--- config.mk ---
export PLATFORM = sky130hd
export DESIGN_NAME = integer_to_ascii_formatter_core
export DESIGN_NICKNAME = d
export VERILOG_FILES = /design/src/rtl/itaf_pkg.sv /design/src/rtl/itaf_ctrl.sv /design/src/rtl/itaf_dpath.sv /design/src/rtl/integer_to_ascii_formatter_core.sv
export SDC_FILE = /design/constraint.sdc
export NUM_CORES = 1
export LEC_CHECK = 0
export BUFFER_PORTS_ARGS = -buffer_cell sky130_fd_sc_hd__buf_2
export CAP_MARGIN = 20
export CORE_ASPECT_RATIO = 1.2
export CORE_UTILIZATION = 35
export DETAILED_ROUTE_END_ITERATION = 8
export SETUP_SLACK_MARGIN = 0.1
export SYNTH_ARGS = -nofsm -noshare
export SYNTH_HDL_FRONTEND = slang
export SYNTH_HIERARCHICAL = 1
export SYNTH_SLANG_ARGS = --single-unit
--- constraint.sdc ---
create_clock -name clk -period 7.9 [get_ports clk]
set_clock_uncertainty 0.2 [all_clocks]
set_input_delay 1.975 -clock clk [delete_from_list [all_inputs] [get_ports clk]]
set_output_delay 1.975 -clock clk [all_outputs]
set_load 0.02 [all_outputs]
--- src/rtl/itaf_pkg.sv ---
// shared types, constants and sizing for the integer to ascii formatter
package itaf_pkg;

	// number width in bits, legal range 8 to 64
	localparam int unsigned VALUE_WIDTH = 32;
	// width of the value field on the input word
	localparam int unsigned IN_WIDTH = 32;

	// digits of the largest unsigned number: floor(w * log10(2)) + 1
	localparam int unsigned DEC_DIGITS = (VALUE_WIDTH * 1233) / 4096 + 1;
	localparam int unsigned HEX_DIGITS = (VALUE_WIDTH + 3) / 4;
	localparam int unsigned NUM_DIGITS = (DEC_DIGITS > HEX_DIGITS) ? DEC_DIGITS : HEX_DIGITS;
	localparam int unsigned DIGIT_IDX_W = $clog2(NUM_DIGITS);
	localparam int unsigned BCD_W = NUM_DIGITS * 4;
	localparam int unsigned STEP_CNT_W = $clog2(VALUE_WIDTH);

	localparam logic MODE_DEC = 1'b0;
	localparam logic MODE_HEX = 1'b1;

	localparam logic [7:0] CHAR_MINUS = 8'h2D;
	localparam logic [7:0] DIGIT_CHARS [16] = '{
		8'h30, 8'h31, 8'h32, 8'h33, 8'h34, 8'h35, 8'h36, 8'h37,
		8'h38, 8'h39, 8'h41, 8'h42, 8'h43, 8'h44, 8'h45, 8'h46
	};

	typedef struct packed {
		logic [IN_WIDTH-1:0] value;
		logic                mode;
		logic                twos_comp;
	} number_t;

	typedef struct packed {
		logic [7:0] char_code;
		logic       last;
	} text_t;

	// controller to datapath
	typedef struct packed {
		logic load;
		logic sign_out;
		logic dabble;
		logic find;
		logic digit_out;
	} cmd_t;

	// datapath to controller
	typedef struct packed {
		logic neg;
		logic hex;
		logic step_last;
		logic idx_zero;
	} status_t;

endpackage

--- src/rtl/itaf_ctrl.sv ---
// sequencing state machine of the integer to ascii formatter
module itaf_ctrl (
	input  logic              clk,
	input  logic              arst_n,
	input  logic              start,
	input  itaf_pkg::status_t status,
	output itaf_pkg::cmd_t    cmd,
	output logic              busy
);

	typedef enum logic [4:0] {
		ST_IDLE = 5'b00001,
		ST_SIGN = 5'b00010,
		ST_CONV = 5'b00100,
		ST_FIND = 5'b01000,
		ST_EMIT = 5'b10000
	} state_t;

	state_t state_q;
	state_t state_d;

	always_ff @(posedge clk or negedge arst_n) begin
		if (!arst_n) begin
			state_q <= ST_IDLE;
		end else begin
			state_q <= state_d;
		end
	end

	always_comb begin
		state_d = state_q;
		cmd = '0;
		case (state_q)
			ST_IDLE: begin
				if (start) begin
					cmd.load = 1'b1;
					state_d = ST_SIGN;
				end
			end
			ST_SIGN: begin
				// minus sign goes out while nothing else is moving
				cmd.sign_out = status.neg;
				state_d = status.hex ? ST_FIND : ST_CONV;
			end
			ST_CONV: begin
				cmd.dabble = 1'b1;
				if (status.step_last) begin
					state_d = ST_FIND;
				end
			end
			ST_FIND: begin
				cmd.find = 1'b1;
				state_d = ST_EMIT;
			end
			ST_EMIT: begin
				cmd.digit_out = 1'b1;
				if (status.idx_zero) begin
					state_d = ST_IDLE;
				end
			end
			default: begin
				state_d = ST_IDLE;
			end
		endcase
	end

	assign busy = (state_q != ST_IDLE);

endmodule

--- src/rtl/itaf_dpath.sv ---
// magnitude, double dabble digit register and character output of the formatter
module itaf_dpath (
	input  logic              clk,
	input  logic              arst_n,
	input  itaf_pkg::number_t number,
	input  itaf_pkg::cmd_t    cmd,
	output itaf_pkg::status_t status,
	output itaf_pkg::text_t   text,
	output logic              text_strobe
);

	localparam int unsigned VW = itaf_pkg::VALUE_WIDTH;
	localparam int unsigned BW = itaf_pkg::BCD_W;
	localparam int unsigned ND = itaf_pkg::NUM_DIGITS;
	localparam int unsigned IW = itaf_pkg::DIGIT_IDX_W;
	localparam int unsigned CW = itaf_pkg::STEP_CNT_W;

	logic [VW-1:0]   mag_q;
	logic [BW-1:0]   bcd_q;
	logic [CW-1:0]   step_q;
	logic [IW-1:0]   idx_q;
	logic            neg_q;
	logic            hex_q;
	itaf_pkg::text_t text_q;
	logic            strobe_q;

	logic [VW+itaf_pkg::IN_WIDTH-1:0] wide;
	logic [VW-1:0]   raw;
	logic            neg_in;
	logic [VW-1:0]   mag_in;
	logic [3:0]      digit [ND];
	logic [BW-1:0]   bcd_adj;
	logic [IW-1:0]   top_idx;
	logic [3:0]      cur_digit;

	// bits above the number width are dropped
	assign wide   = (VW + itaf_pkg::IN_WIDTH)'(number.value);
	assign raw    = wide[VW-1:0];
	assign neg_in = number.twos_comp & raw[VW-1];
	assign mag_in = neg_in ? VW'(~raw + VW'(1)) : raw;

	// add three to every digit of five or more before the shift
	always_comb begin
		for (int i = 0; i < ND; i++) begin
			digit[i] = bcd_q[i*4 +: 4];
			bcd_adj[i*4 +: 4] = (digit[i] >= 4'd5) ? 4'(digit[i] + 4'd3) : digit[i];
		end
	end

	// highest nonzero digit, zero when all are zero
	always_comb begin
		top_idx = '0;
		for (int i = 0; i < ND; i++) begin
			if (digit[i] != 4'd0) begin
				top_idx = IW'(i);
			end
		end
	end

	assign cur_digit = digit[idx_q];

	always_ff @(posedge clk) begin
		if (cmd.load) begin
			mag_q  <= mag_in;
			neg_q  <= neg_in;
			hex_q  <= (number.mode == itaf_pkg::MODE_HEX);
			step_q <= '0;
			bcd_q  <= (number.mode == itaf_pkg::MODE_HEX) ? BW'(mag_in) : '0;
		end else if (cmd.dabble) begin
			bcd_q  <= {bcd_adj[BW-2:0], mag_q[VW-1]};
			mag_q  <= mag_q << 1;
			step_q <= CW'(step_q + 1'b1);
		end
		if (cmd.find) begin
			idx_q <= top_idx;
		end else if (cmd.digit_out) begin
			idx_q <= IW'(idx_q - 1'b1);
		end
		if (cmd.sign_out) begin
			text_q.char_code <= itaf_pkg::CHAR_MINUS;
			text_q.last      <= 1'b0;
		end else begin
			text_q.char_code <= itaf_pkg::DIGIT_CHARS[cur_digit];
			text_q.last      <= (idx_q == '0);
		end
	end

	always_ff @(posedge clk or negedge arst_n) begin
		if (!arst_n) begin
			strobe_q <= 1'b0;
		end else begin
			strobe_q <= cmd.sign_out | cmd.digit_out;
		end
	end

	assign status.neg       = neg_q;
	assign status.hex       = hex_q;
	assign status.step_last = (step_q == CW'(VW - 1));
	assign status.idx_zero  = (idx_q == '0);

	assign text        = text_q;
	assign text_strobe = strobe_q;

endmodule

--- src/rtl/integer_to_ascii_formatter_core.sv ---
// top level of the integer to ascii formatter: decimal or uppercase hex text, msd first
// the start cycle loads the number, the sign state registers the minus sign (negative only), digits leave one per cycle
// decimal: load, sign, VALUE_WIDTH double dabble steps, search, then the digits
// hex: load, sign, search, then the digits, with no double dabble steps
// the double dabble shift takes one bit per cycle; busy drops before the last character leaves
// arst_n clears the state machine and the strobe; characters leave with no backpressure
module integer_to_ascii_formatter_core (
	input  logic              clk,
	input  logic              arst_n,
	input  logic              start,
	output logic              busy,
	input  itaf_pkg::number_t number,
	output itaf_pkg::text_t   text,
	output logic              text_strobe
);

	// command and status between the sequencer and the datapath
	itaf_pkg::cmd_t    cmd;
	itaf_pkg::status_t status;

	// sequencer: load, optional sign, conversion steps (decimal only), digit search, emission
	itaf_ctrl u_ctrl (
		.clk    (clk),
		.arst_n (arst_n),
		.start  (start),
		.status (status),
		.cmd    (cmd),
		.busy   (busy)
	);

	// datapath: magnitude, bcd digits and the registered character word
	itaf_dpath u_dpath (
		.clk         (clk),
		.arst_n      (arst_n),
		.number      (number),
		.cmd         (cmd),
		.status      (status),
		.text        (text),
		.text_strobe (text_strobe)
	);

`ifndef ASSERT_OFF
	// a taken word always makes the block busy in the next cycle
	a_start_busy: assert property (@(posedge clk) disable iff (!arst_n)
		start && !busy |=> busy)
		else $error("busy not raised after start");

	// the final character shows up only after the sequencer has gone idle
	a_last_idle: assert property (@(posedge clk) disable iff (!arst_n)
		text_strobe && text.last |-> !busy)
		else $error("last character while still busy");

	// any character that is not last belongs to a number still in progress
	a_mid_busy: assert property (@(posedge clk) disable iff (!arst_n)
		text_strobe && !text.last |-> busy)
		else $error("non-final character while idle");

	// datapath commands never overlap
	a_cmd_onehot: assert property (@(posedge clk) disable iff (!arst_n)
		$onehot0(cmd))
		else $error("overlapping datapath commands");
`endif

endmodule
==> results.ini <==
[detailed_routing]
drt-initial-drc-count=244
viasPerCell=5.31
via_count=4558
antenna_left=0
drcViolationCount=0
wl_per_cell_um=15.6
firstDrtPassIters=5
routed_wirelength_um=13400

[die]
die_w_um=122
rows=52
core-area_um2=16900
io_pins=48
die_h_um=146
die_area_um2=17900
start_util_pct=35.9

[clock_tree]
cts_sinks=97
cts_buffer_depth=2
cts_tree=done
cts-resized-gates=0
cts_made_buffers=9
cts_setup_buffers=0
clkTransAtPathRegs_ns=0.06
ctsHoldBuffers=0
clk-insertion-delay-late_ns=0.36
htreeDepth=3
root_buffer=clkbuf_16

[power]
power_frac_comb_pct=42.5
p_clk_share_pct=15.5
power_frac_seq_pct=42.1
p_leak_uw=0.00254
p_switching_uw=963
peakVddDrop_mv=0.131
power_density_nw_per_um2=373
swShare_pct=38.3
p_int_uw=1550

[place]
routabilityCongestion=0.787
post-place-ws_ns=2.78
io_buffers=46
dpl.hpwl_um=9910

[global_route]
grt_overflow=0
grt_max_degree=48
met1_usage_pct=18.5
track_usage_pct=15.5
grt_use_met2_pct=26.5
antenna_found_initial=0
grt_pass1_wl_um=21500
grt_pass1_vias=4342
met3_usage_pct=2.89
grt_busiest_layer=met2

[sta]
worstMarginPinSlew_ns=1.05
rsz0062_at_grt=false
setup_tns_ns=0
slew_headroom_pct=29.9
fin_ws_ns=3.14
hold_viol_final=0
period_share_pct=60.3
maxSlewViolCount=0
fmax_ghz=0.210
setup_viol=0
timing.final.crit_period_ns=4.76

[final_layout]
area_delta_synth_final_pct=11.0
final_util_pct=39.9
insertedDiodeCount=0
multiInputGateArea_um2=3030
fillCellCount=1668
regArea_um2=2750
fin_nets=701
layout-drive-gt1-share_pct=15.1

[critical_path]
cp_data_required_time_ns=7.93
cp_max_fo=38
arrival_ns=4.79
crit_type=primary input to register
worst_setup_path_end_kind=register
startpoint_type=primary input

[status]
status=complete, no violations

[yosys]
syn_area_per_cell_um2=10.0
synth-seq-cells=97
ys.flop_type=edfxtp_1
yosysUniqueCellTypes=69
async_flop_share_pct=6.19
syn_area_um2=6080
syn-num-nets=668
yosys_warnings=6
synth-edff-count=78
synth_seq_area_share_pct=45.3
syn_inst=605

[job]
maxCapViolations=0

[min_path]
hold_class=register to register

[worst paths after layout]
kind	start	end	slack (ns)	cells past startpoint
worst max register to register	u_ctrl/state_q[2]	u_dpath/bcd_q[26]	3.69	8
worst min-delay path	u_dpath/step_q[4]	u_dpath/step_q[4]	0.31	2
worst min register to register	u_dpath/step_q[4]	u_dpath/step_q[4]	0.31	2
min in group asynchronous	arst_n	u_dpath/text_strobe	1.24	1
worst max-delay path	start	u_dpath/bcd_q[26]	3.14	8
max in group asynchronous	arst_n	u_ctrl/state_q[0]	6.03	1
[cell families after synthesis]
| group | after synthesis | share of synthesized area (%) |
|---|---|---|
| AO/OA/AOI/OAI | 161 | 16.5 |
| XOR/XNOR | 48 | 6.92 |
| adder cells (fa/ha/maj) | 26 | 5.35 |
| buffers and inverters | 71 | 4.94 |
| flip-flops | 97 | 45.3 |
| multiplexers | 26 | 5.58 |
| other | 1 | 0.0617 |
| AND/OR/NAND/NOR | 175 | 15.3 |
[worst max-delay path: stages]
cell	delay, ns
buf_2	0.10
inv_1	0.07
nor2_4	0.60
buf_4	0.47
nand2_1	0.70
or3_1	0.58
mux2i_1	0.16
a211o_1	0.11
[cell usage after synthesis (4+ instances only)]
master | number | area [um2]
nand2b_1 | 13 | 81.3
nand2_1 | 17 | 63.8
a21oi_1 | 70 | 350
a31oi_1 | 13 | 81.3
dfxtp_1 | 13 | 260
or2_2 | 6 | 37.5
nor3_1 | 9 | 45.0
nor3b_1 | 19 | 143
xnor2_1 | 38 | 333
edfxtp_1 | 78 | 2340
clkbuf_1 | 14 | 52.6
o21ai_0 | 16 | 80.1
xor2_1 | 10 | 87.6
mux4_2 | 6 | 135
nor2_1 | 76 | 285
and2_1 | 5 | 31.3
ha_1 | 26 | 325
mux2i_1 | 17 | 170
o32ai_1 | 4 | 35.0
buf_1 | 5 | 18.8
dfrtp_1 | 5 | 125
inv_1 | 42 | 158
buf_4 | 6 | 45.0
o22ai_1 | 28 | 175
[state kept, by name, summed over array words and instances (netlist names)]
signal and count:
u_dpath/hex_q 1, u_ctrl/state_q 5, u_dpath/text 8, u_dpath/bcd_q 40, u_dpath/text_strobe 1, u_dpath/neg_q 1
u_dpath/idx_q 4, u_dpath/mag_q 32, u_dpath/step_q 5
[stage by stage]
step | hold WS, ns | total power [uW] | instances | area (um2)
floorplan | 0.267 | 1850 | 605 | 6080
global placement | 0.284 | 2080 | 842 | 6470
detailed placement | 0.306 | 2130 | 842 | 6470
CTS | 0.321 | 2530 | 857 | 6730
global route | 0.362 | 2700 | 858 | 6750
finish | 0.311 | 2510 | 858 | 6750
[per-layer routing]
| layer | share of wire, % | vias up |
|---|---|---|
| met1 | 43 | 2182 |
| met5 | 0 | - |
| li1 | - | 2260 |
| met4 | 2.3 | 0 |
| met3 | 4.6 | 19 |
| met2 | 50 | 97 |
[final cells by class]
class / count / area share, %
clock buffer: 11 / 3.45
timing repair buffer: 51 / 4.16
sequential: 97 / 40.8
inverter: 42 / 2.34
tap: 216 / 4.01
clock inverter: 4 / 0.315
multi-input combinational: 437 / 44.9
[power by group through the flow]
stage	clock, uW	sequential, uW	combinational [uW]
2_1_floorplan	0	1030	824
5_1_grt	419	1090	1190
4_1_cts	403	1060	1060
3_3_place_gp	0	1060	1020
3_5_place_dp	0	1070	1060
6_report	389	1060	1070
[cells in the final DEF (no fill, tap or decap), types with 3 or more instances in the layout]
master and n:
a21oi_1 70, a31o_2 3, a31oi_1 13, and2_1 5
buf_2 46, buf_4 4, clkbuf_16 9, dfrtp_1 5
dfxtp_1 13, edfxtp_1 78, ha_1 26, inv_1 42
mux2_2 3, mux2i_1 17, mux4_2 6, nand2_1 17
nand2b_1 13, nand3_1 3, nor2_1 75, nor2b_1 3
nor3_1 9, nor3b_1 19, nor4_1 3, o21ai_0 16
o21ai_1 3, o22ai_1 28, o32ai_1 4, or2_2 6
xnor2_1 38, xor2_1 10
Power figures use the tool's default switching activity.
